===== src/rfk_pkg.sv =====
// ----------------------------------------------------------------------------
// rfk_pkg
// Types and constants shared by the rank fusion top-k block.
// ----------------------------------------------------------------------------
package rfk_pkg;

    localparam int MAX_ENTRIES = 64;
    localparam int IDX_W       = $clog2(MAX_ENTRIES);
    localparam int CNT_W       = $clog2(MAX_ENTRIES + 1);
    localparam int RESULT_CAP  = 64;
    localparam int EMIT_CAP    = (RESULT_CAP < MAX_ENTRIES) ? RESULT_CAP : MAX_ENTRIES;
    localparam int RANK_W      = 7;
    localparam int SUM_W       = 24;
    localparam int DIV_W       = 40;
    localparam int DIV_CNT_W   = $clog2(DIV_W + 1);
    localparam int QUEUE_DEPTH = 2;
    localparam int QPTR_W      = $clog2(QUEUE_DEPTH);
    localparam int QFILL_W     = $clog2(QUEUE_DEPTH + 1);

    localparam logic [RANK_W-1:0] RANK_MAX   = 7'd127;
    localparam logic [15:0]       GAIN_UNITY = 16'd4096;
    localparam logic [15:0]       SCORE_MAX  = 16'd32768;
    localparam logic [SUM_W-1:0]  SUM_MAX    = 24'hFFFFFF;

    localparam logic [1:0] ACT_SPARSE = 2'd0;
    localparam logic [1:0] ACT_DENSE  = 2'd1;
    localparam logic [1:0] ACT_FINISH = 2'd2;

    localparam logic [1:0] LANE_SPARSE = 2'b01;
    localparam logic [1:0] LANE_DENSE  = 2'b10;
    localparam logic [1:0] LANE_BOTH   = 2'b11;

    localparam logic [1:0] CODE_BOTH   = 2'd0;
    localparam logic [1:0] CODE_SPARSE = 2'd1;
    localparam logic [1:0] CODE_DENSE  = 2'd2;

    localparam logic [1:0] AUTH_NORMATIVE = 2'd0;
    localparam logic [1:0] AUTH_REFERENCE = 2'd1;
    localparam logic [1:0] AUTH_ADVISORY  = 2'd2;
    localparam logic [1:0] AUTH_OTHER     = 2'd3;

    localparam logic [2:0] REG_FUSION_OFFSET  = 3'd0;
    localparam logic [2:0] REG_RESULT_LIMIT   = 3'd1;
    localparam logic [2:0] REG_SCORE_CUTOFF   = 3'd2;
    localparam logic [2:0] REG_NORMATIVE_GAIN = 3'd3;
    localparam logic [2:0] REG_REFERENCE_GAIN = 3'd4;
    localparam logic [2:0] REG_ADVISORY_GAIN  = 3'd5;
    localparam logic [2:0] REG_STALE_GAIN     = 3'd6;
    localparam logic [2:0] REG_STALE_READS    = 3'd7;

    typedef enum logic [1:0] {
        OP_SPARSE = 2'd0,
        OP_DENSE  = 2'd1,
        OP_FINISH = 2'd2
    } op_t;

    typedef struct packed {
        logic [7:0]  fusion_offset;
        logic [6:0]  result_limit;
        logic [15:0] score_cutoff;
        logic [15:0] normative_gain;
        logic [15:0] reference_gain;
        logic [15:0] advisory_gain;
        logic [15:0] stale_gain;
        logic        stale_reads;
    } cfg_t;

    typedef struct packed {
        op_t         op;
        logic [31:0] key;
        logic [15:0] score;
        logic [1:0]  auth;
        logic        degraded;
    } item_t;

    typedef struct packed {
        logic [31:0]      key;
        logic [SUM_W-1:0] sum;
        logic [15:0]      best;
        logic [1:0]       auth;
        logic [1:0]       lanes;
    } entry_t;

    typedef struct packed {
        logic        strobe;
        logic [31:0] key;
        logic [15:0] fused;
        logic [15:0] kept;
        logic [1:0]  auth;
        logic [1:0]  lane;
        logic        stale;
        logic        degraded;
        logic        empty;
        logic        overflow;
        logic        last;
    } result_t;

endpackage


===== src/rfk_front.sv =====
// ----------------------------------------------------------------------------
// rfk_front
// Accepts command items, decodes the action and queues them for the back end.
// ----------------------------------------------------------------------------
module rfk_front
    import rfk_pkg::*;
(
    input  logic        clk,
    input  logic        rst_n,
    input  logic        start,
    output logic        busy,
    input  logic [1:0]  action,
    input  logic [31:0] chunk_key,
    input  logic [15:0] recall_score,
    input  logic [1:0]  authority,
    input  logic        degraded_in,
    output logic        q_valid,
    output item_t       q_item,
    input  logic        q_pop
);

    item_t              slot_reg [QUEUE_DEPTH];
    logic [QPTR_W-1:0]  wr_ptr_reg;
    logic [QPTR_W-1:0]  rd_ptr_reg;
    logic [QFILL_W-1:0] fill_reg;
    logic               accept;
    logic               push;
    logic               pop;
    item_t              dec_item;

    assign busy   = (fill_reg == QFILL_W'(QUEUE_DEPTH));
    assign accept = start && !busy;

    // unused action code is accepted and dropped here
    always_comb
    begin
        dec_item          = '0;
        dec_item.key      = chunk_key;
        dec_item.score    = recall_score;
        dec_item.auth     = authority;
        dec_item.degraded = degraded_in;
        push              = accept;
        unique case (action)
            ACT_SPARSE: dec_item.op = OP_SPARSE;
            ACT_DENSE:  dec_item.op = OP_DENSE;
            ACT_FINISH: dec_item.op = OP_FINISH;
            default:    push = 1'b0;
        endcase
    end

    assign pop = q_pop && (fill_reg != '0);

    always_ff @(posedge clk or negedge rst_n)
    begin
        if (!rst_n)
        begin
            wr_ptr_reg <= '0;
            rd_ptr_reg <= '0;
            fill_reg   <= '0;
        end
        else
        begin
            if (push)
            begin
                wr_ptr_reg <= (wr_ptr_reg == QPTR_W'(QUEUE_DEPTH - 1)) ? '0 : wr_ptr_reg + 1'b1;
            end
            if (pop)
            begin
                rd_ptr_reg <= (rd_ptr_reg == QPTR_W'(QUEUE_DEPTH - 1)) ? '0 : rd_ptr_reg + 1'b1;
            end
            if (push && !pop)
            begin
                fill_reg <= fill_reg + 1'b1;
            end
            else if (pop && !push)
            begin
                fill_reg <= fill_reg - 1'b1;
            end
        end
    end

    always_ff @(posedge clk)
    begin
        if (push)
        begin
            slot_reg[wr_ptr_reg] <= dec_item;
        end
    end

    assign q_valid = (fill_reg != '0);
    assign q_item  = slot_reg[rd_ptr_reg];

endmodule


===== config.mk =====
export PLATFORM = sky130hd
export DESIGN_NAME = rfk_front
export DESIGN_NICKNAME = d
export VERILOG_FILES = /design/src/rfk_pkg.sv /design/src/rfk_front.sv
export SDC_FILE = /design/constraint.sdc
export NUM_CORES = 1
export LEC_CHECK = 0
export BUFFER_PORTS_ARGS = -buffer_cell sky130_fd_sc_hd__buf_4
export CORE_ASPECT_RATIO = 1.1
export CORE_MARGIN = 10
export CORE_UTILIZATION = 29
export CTS_BUF_LIST = sky130_fd_sc_hd__clkbuf_8
export DETAILED_ROUTE_END_ITERATION = 6
export PLACE_DENSITY = 0.57
export SLEW_MARGIN = 10
export SYNTH_ARGS = -nofsm -noshare
export SYNTH_HDL_FRONTEND = slang
export SYNTH_SLANG_ARGS = --single-unit

===== constraint.sdc =====
create_clock -name clk -period 3.3 [get_ports clk]
set_input_delay 0.33 -clock clk [delete_from_list [all_inputs] [get_ports clk]]
set_output_delay 0.33 -clock clk [all_outputs]
set_load 0.01 [all_outputs]

# After elaboration in Yosys (flattened, before gate mapping)
# Memories as Yosys holds them, arrays and structs flattened.
# Cells that the tools add are included.
[totals]
reg_bits = 4
ram_bits = 106
in_bits = 57
output_inout_bits = 55
memories = 1
[memory_table]
columns = ["name", "depth", "word_bits", "rd", "rd_clocked_by_memory_dff", "wr", "line", "rtl"]
rows = [
  ["slot_reg", 2, 53, 1, 0, 1, "rfk_front.sv:22", "item_t slot_reg [QUEUE_DEPTH];"],
]
[op_classes]
add_sub_neg = 4
n_eq_ne = 3
muxes = 8
reduce_logical = 11
[op_table]
columns = ["op", "count"]
rows = [
  ["two-way mux 1 bit", 5],
  ["equality test 2 bit, second input constant", 2],
  ["logical AND 1 bit", 4],
  ["two-way mux 2 bit", 2],
  ["case mux 2 bit (2 select lines)", 1],
  ["nonzero test 2 bit", 2],
  ["logical NOT 1 bit", 3],
  ["OR reduction 3 bit", 1],
  ["adder 1 bit, second input constant", 2],
  ["adder 2 x 1 -> 2 bit, second input constant", 1],
  ["equality test 2 x 1 -> 1 bit, second input constant", 1],
  ["logical NOT 2 bit", 1],
  ["subtractor 2 x 1 -> 2 bit, second input constant", 1],
]

# Logic depth before layout (Yosys ltp)
# Gate-level depths: netlist (run 1).
[depth]
word_depth = 8
ltp_mapped = 7

# Worst setup path after synthesis (run 1)
# No wires, ideal clock.
[synth_path]
path_type = "register -> register"
startpoint = "register fill_reg[1]"
endpoint = "memory slot_reg[0][0] in the netlist's numbering (enable)"
t_arrival_ns = 2.953
path_slack_ns = -0.117
stages_incl_launch_ff = 4
path_buffers = 0
period_less_slack_ns = 3.417
path_cell_list = "dfrtp_1 -> nor2b_2 -> nand3b_4 -> nor2_1"
[synth_via]
elab_chain_len = 6
[synth_rtl]
columns = ["item", "line", "rtl"]
rows = [
  ["start, declared", "rfk_front.sv:25", "logic [QFILL_W-1:0] fill_reg;"],
  ["start signal, assigned", "rfk_front.sv:73", "fill_reg <= fill_reg + 1'b1;"],
  ["start signal, assigned", "rfk_front.sv:77", "fill_reg <= fill_reg - 1'b1;"],
  ["equality test 2 bit", "rfk_front.sv:31", "assign busy = (fill_reg == QFILL_W'(QUEUE_DEPTH));"],
  ["net busy", "rfk_front.sv:11", "output logic busy,"],
  ["logical NOT 1 bit", "rfk_front.sv:32", "assign accept = start && !busy;"],
  ["logical AND 1 bit", "rfk_front.sv:32", ""],
  ["two-way mux 1 bit", "rfk_front.sv:43", "unique case (action)"],
  ["two-way mux 1 bit", "rfk_front.sv:84", "if (push)"],
  ["two-way mux 1 bit (implied by the code)", "rfk_front.sv:86", "slot_reg[wr_ptr_reg] <= dec_item;"],
  ["end, declared", "rfk_front.sv:22", ""],
]
# The timed path passes the listed nets, and every way through them passes these cells.

==> results of run 1 <==
## stage by stage
stage,hold WS (ns),cells
4_1_cts,0.0974,505
3_5_place_dp,0.133,488
6_report,0.132,505
2_1_floorplan,0.0344,187
5_1_grt,0.0942,505
3_3_place_gp,0.131,488
## synthesized netlist by cell type
| cell | n | area (µm²) |
|---|---|---|
| nor2b_1 | 2 | 12.5 |
| buf_12 | 5 | 100 |
| xor2_1 | 2 | 17.5 |
| ha_1 | 1 | 12.5 |
| edfxtp_1 | 106 | 3180 |
| inv_1 | 2 | 7.51 |
| nor2_1 | 3 | 11.3 |
| nor2b_2 | 1 | 8.76 |
| dfrtp_1 | 4 | 100 |
| xnor2_1 | 3 | 26.3 |
| or2_1 | 1 | 6.26 |
| nand3b_4 | 1 | 20.0 |
| mux2_4 | 49 | 736 |
| nand2_1 | 2 | 7.51 |
| buf_6 | 1 | 11.3 |
| mux2_2 | 4 | 45.0 |
## area by class of cell
class | instances | share of cell area, %
Sequential cell | 110 | 59.7
Multi-Input combinational cell | 69 | 16.7
Timing Repair Buffer | 116 | 16.3
Tap cell | 192 | 4.36
Clock buffer | 9 | 2.25
Clock inverter | 7 | 0.636
Inverter | 2 | 0.136
## per-layer routing
metal	wire length [µm]	part of all wire (%)	track usage (%)
met1	3270	38	8.70
met2	4450	52	14.5
met3	691	8.1	3.93
met4	131	1.5	4.00
met5	0	0	0
## kinds of logic after synthesis
family / Yosys count
AND/OR/NAND/NOR: 10
buffers and inverters: 8
multiplexers: 53
adder cells (fa/ha/maj): 1
flip-flops: 110
XOR/XNOR: 5
## power by group
group	switching, mW	leakage [nW]	internal, mW
sequential	0.235	1.02	1.83
combinational	0.575	1.05	0.911
clock	0.436	0.0865	0.263
## worst register-to-register path, cell delays in order (launching register included)
cell	delay, ns
dfrtp_1	0.40
nor2b_2	0.16
nand3b_4	0.20
nor2_4	0.30
buf_12	0.31
## repair_timing
item | 4_1_cts | 5_1_grt
endpoints found under the hold margin | 4 | 0
setup endpoints to repair | 0 | 0
hold buffers | 1 | 0
## path summary, 6_finish.rpt
check	start	to	slack, ns
max in group asynchronous	rst_n	rd_ptr_reg	2.91
worst max register to register	fill_reg[1]	slot_reg[0][50]	1.57
worst min-delay path	chunk_key[13]	slot_reg[0][32]	0.13
worst min register to register	fill_reg[1]	fill_reg[1]	0.48
worst max-delay path	rd_ptr_reg	q_item[0]	0.77
min in group asynchronous	rst_n	fill_reg[1]	0.27
==> flow_summary_export.csv, run 1 <==
group,metric,value,unit
critical_path,worst-path-max-fanout,48,
critical_path,path_buf_inv,2,
hold_path,hold_path_class,"primary input to register",
final_layout,diodes,0,
timing,tightest_slew,0.923,ns
clock_network,clock_latency,0.37,ns
clock_network,clkSinkCount,110,
clock_network,h-tree-depth,3,
floorplan,die_w,136,µm
critical_path,start_kind,"register",
logic_synthesis,syn-num-nets,245,
critical_path,worst-path-stages,3,
floorplan,io_pins,112,
critical_path,crit_slowest_cell,"dfrtp_4",
logic_synthesis,synth_top_family_by_area,"multiplexers",
final_layout,largest_register_ffs,106,
global_route,grt_pass1_wl,12700,µm
place,pre_cts_slack,1.14,ns
clock_network,cts_tree,"done",
timing,worst_slack,0.769,ns
job,drv_cap,0,
critical_path,worst-r2r-cell-count,4,
detailed_routing,drc,0,
global_route,grt_pass1_vias,2306,
floorplan,rows,46,
place,place_hpwl,5690,µm
clock_network,numCtsBuffers,9,
final_layout,nets,366,
logic_synthesis,synthSimpleGateAreaFrac,1.54,%
logic_synthesis,synthMuxAreaShare,18.1,%
detailed_routing,drt_iter0_drc,88,
logic_synthesis,syn_avg_cell_area,23.0,µm²
detailed_routing,wl_per_cell,16.9,µm
final_layout,layout_common_cells,"buf_4, edfxtp_1, mux2_4",
power_and_ir_drop,peakVddDrop,0.422,mV
timing,setup_viol,0,
logic_synthesis,ys_types,16,
critical_path,criticalPathCategory,"register to output port",
critical_path,crit_required,2.97,ns
critical_path,cp-end-kind,"output port",
final_layout,design_area,5510,µm²
timing,min_period_over_period,76.7,%
clock_network,cts_root_buffer,"clkbuf_8",
final_layout,layout-drive-gt1-share,59.1,%
timing,fmax,0.395,GHz
logic_synthesis,ys_seq_area_share,76.3,%
place,place_congestion,0.646,
timing,rsz0062_at_grt,"no",
power_and_ir_drop,p_leak,2.16,nW
global_route,grt.overflow.total,0,
detailed_routing,drtPass1Iterations,4,
final_layout,final_util,38.0,%
detailed_routing,drt-total-wl,8540,µm
global_route,grtUsageTotal,8.53,%
logic_synthesis,synth_xor_area_share,1.02,%
hold_path,worstHoldPathCells,1,
place,port_buffers,111,
floorplan,die_area,20100,µm²
critical_path,crit_path_max_incr_delay,1.04,ns
clock_network,post-cts-setup-buffers,0,
floorplan,coreArea,14500,µm²
critical_path,worstPathArrival,2.20,ns
timing,finalClockSkew,0.00812,ns
detailed_routing,vias_per_cell,4.04,
clock_network,cts_resized,0,
final_layout,layout.cells.most_common,"buf_4",
clock_network,clk_path_buf_depth,2,
timing,final-max-slew-violation-count,0,
logic_synthesis,ys_ff_latch,110,
clock_network,clkSlewWorstSetupHoldPaths,0.10,ns
place,place_area,5340,µm²
critical_path,cp_top_family,"flip-flops",
critical_path,cp_common_cell,"buf_4",
power_and_ir_drop,pwr_density_cell,772,nW/µm²
critical_path,path_cells,"buf_4 -> mux2_4 -> buf_4",
power_and_ir_drop,total_power,4.25,mW
logic_synthesis,syn-instance-count,187,
final_layout,seq_area,3290,µm²
timing,period_minus_slack,2.53,ns
floorplan,die_y,148,µm
detailed_routing,dr_total_vias,2042,
timing,tns,0,ns
run_status,status,"complete, no violations",
global_route,grt_start_max_net_pins,49,
timing,timing.slew.headroom,38.5,%
detailed_routing,postRouteAntennaNets,0,
final_layout,fillers,1391,
logic_synthesis,synth_area,4310,µm²
timing,hold_viol_final,0,
logic_synthesis,synth_compound_area_share,0,%
global_route,antenna_found_initial,0,
logic_synthesis,synthAdderAreaFrac,0.291,%
logic_synthesis,synth_warnings,0,
floorplan,start_util,29.7,%
final_layout,syn2layout_area_growth,28.0,%
final_layout,multiInputGateArea,918,µm²
Note: power is estimated with default switching activity, not from simulation.
==> run 2: changes to the inputs <==
Settings changed: ABC_AREA set to 1, PLACE_DENSITY 0.57 to 0.55.
Clock period 3.3 ns to 2.5 ns, I/O delays scaled along.
==> flow_summary_export.csv, run 2 <==
group,metric,value,unit
run_status,status,"complete, no violations",
final_layout,nets,488,
critical_path,crit_slowest_cell,"buf_4",
detailed_routing,wl_per_cell,14.8,µm
hold_path,hold_path_class,"primary input to register",
logic_synthesis,ys.flop_type,"edfxtp_1",
global_route,grt.overflow.total,0,
critical_path,worst-r2r-cell-count,6,
logic_synthesis,synth_area_leaders,"edfxtp_1, nand2_1, dfrtp_1",
floorplan,die_area,19500,µm²
power_and_ir_drop,total_power,5.47,mW
final_layout,largest_register_ffs,106,
logic_synthesis,yosys.area.top_type_share,76.8,%
critical_path,criticalPathCategory,"register to output port",
logic_synthesis,ys_types,14,
detailed_routing,drt-total-wl,9190,µm
detailed_routing,postRouteAntennaNets,0,
final_layout,layout.cells.most_common,"nand2_1",
logic_synthesis,ys_ff_latch,110,
clock_network,cts_tree,"done",
logic_synthesis,syn_avg_cell_area,13.2,µm²
critical_path,path_buf_inv,2,
logic_synthesis,synthArstFlopShare,3.64,%
logic_synthesis,yosysTopAreaCell,"edfxtp_1",
logic_synthesis,synth.most_common_cell,"nand2_1",
critical_path,crit_required,2.25,ns
hold_path,worstHoldPathCells,1,
clock_network,h-tree-depth,3,
power_and_ir_drop,pwr_density_cell,1030,nW/µm²
place,port_buffers,111,
floorplan,io_pins,112,
timing,setup_viol,0,
clock_network,clk_path_buf_depth,2,
timing,final-max-slew-violation-count,0,
detailed_routing,drt_iter0_drc,85,
clock_network,cts_resized,0,
critical_path,worst-path-max-fanout,54,
final_layout,diodes,0,
floorplan,coreArea,13900,µm²
global_route,antenna_found_initial,0,
floorplan,die_w,134,µm
power_and_ir_drop,p_leak,2.26,nW
timing,finalClockSkew,0.00427,ns
detailed_routing,drtPass1Iterations,5,
critical_path,crit_path_max_incr_delay,0.51,ns
detailed_routing,drc,0,
timing,rsz0062_at_grt,"no",
timing,timing.slew.headroom,60.7,%
critical_path,cp_top_family,"buffers and inverters",
global_route,grt_pass1_wl,14700,µm
floorplan,die_y,145,µm
place,place_congestion,0.701,
timing,period_minus_slack,1.89,ns
floorplan,start_util,29.8,%
global_route,grtUsageTotal,9.70,%
final_layout,layout-drive-gt1-share,30.4,%
power_and_ir_drop,peakVddDrop,0.469,mV
clock_network,clkSlewWorstSetupHoldPaths,0.09,ns
timing,whs,0.0607,ns
logic_synthesis,synthTopCellsByCount,"nand2_1, edfxtp_1, inv_1, buf_6, buf_4",
clock_network,numCtsBuffers,9,
global_route,grt_pass1_vias,2825,
timing,fmax,0.529,GHz
timing,tightest_slew,0.590,ns
detailed_routing,vias_per_cell,4.12,
clock_network,cts_root_buffer,"clkbuf_8",
logic_synthesis,synth_area,4150,µm²
detailed_routing,dr_total_vias,2561,
timing,hold_viol_final,0,
timing,min_period_over_period,75.6,%
critical_path,path_cells,"buf_4 -> nand2_1 -> nand2_1 -> buf_4",
critical_path,start_kind,"register",
critical_path,worst-path-stages,4,
logic_synthesis,ys_seq_area_share,79.2,%
place,place_hpwl,6170,µm
clock_network,clkSinkCount,110,
critical_path,cp-end-kind,"output port",
job,drv_cap,0,
final_layout,fillers,1384,
floorplan,rows,45,
global_route,grt_start_max_net_pins,55,
logic_synthesis,syn-instance-count,314,
final_layout,syn2layout_area_growth,28.3,%
timing,tns,0,ns
clock_network,clock_latency,0.36,ns
logic_synthesis,synth_edf_count,106,
logic_synthesis,syn-num-nets,372,
logic_synthesis,synth_warnings,0,
final_layout,layout_common_cells,"nand2_1, buf_4, edfxtp_1",
critical_path,worstPathArrival,1.64,ns
run 2: changes by cell type after synthesis, moves of 2 or more:
cell / delta
nand2_1: +170
mux2_4: -49
inv_1: +6
buf_12: -5
buf_4: +5
buf_6: +5
mux2_2: -4
nand3_1: +3
nor2_2: +2
nor2b_1: -2
xnor2_1: -2
xor2_1: -2
run 2: path summary, 6_finish.rpt:
kind	startpoint	endpoint	slack, ns
max	rd_ptr_reg	q_item[52]	0.61
min	chunk_key[16]	slot_reg[0][35]	0.06
max reg2reg	fill_reg[1]	slot_reg[0][10]	0.85
min reg2reg	wr_ptr_reg	wr_ptr_reg	0.50
max in group asynchronous	rst_n	rd_ptr_reg	2.17
min in group asynchronous	rst_n	rd_ptr_reg	0.22
run 2: per-stage QoR:
step	util (%)	cells	setup slack [ns]	instance area, µm²
3_3_place_gp	37.1	606	0.915	5160
6_report	38.2	622	0.610	5320
5_1_grt	38.2	622	0.406	5320
2_1_floorplan	-	314	0.0801	4150
3_5_place_dp	37.1	606	0.848	5160
4_1_cts	38.2	622	0.524	5320
run 2: where the power goes:
| part | internal [mW] | total (mW) | leakage (nW) | switching (mW) |
|---|---|---|---|---|
| clock | 0.339 | 0.882 | 0.0877 | 0.544 |
| sequential | 2.41 | 2.50 | 1.03 | 0.0908 |
| combinational | 0.846 | 2.09 | 1.14 | 1.24 |
| total | 3.60 | 5.47 | 2.26 | 1.88 |
run 2: logic make-up after synthesis:
| kind of cell | Yosys count | share of synthesized area (%) |
|---|---|---|
| buffers and inverters | 20 | 3.47 |
| DFF | 110 | 79.2 |
| and+or+nand+nor | 182 | 16.8 |
| xor gates and xnor gates | 1 | 0.211 |
| adders and majority gates | 1 | 0.302 |
run 2: repair_timing:
item,CTS,global route
setup buffers,0,0
hold endpoints to repair,4,0
hold buffers,1,0
run 2: area by class of cell:
type | count | area, µm² | area share, %
Inverter | 9 | 38.8 | 0.729
Sequential cell | 110 | 3280 | 61.8
Clock buffer | 9 | 124 | 2.33
Tap cell | 188 | 235 | 4.42
Timing Repair Buffer | 116 | 886 | 16.7
Clock inverter | 6 | 23.8 | 0.447
Multi-Input combinational cell | 184 | 726 | 13.6
run 2: worst reg2reg max path, stage by stage (launching register included):
cell	delay [ns]
dfrtp_1	0.41
inv_1	0.13
nor2_2	0.06
nor2_2	0.13
nand2_1	0.08
inv_2	0.06
buf_4	0.39
run 2: layer usage:
layer	wire length [µm]	vias up	global-route usage (%)
met4	197	0	4.96
met3	552	12	3.55
met2	4600	68	16.0
li1	-	1271	-
met5	0	-	0
met1	3840	1210	10.7
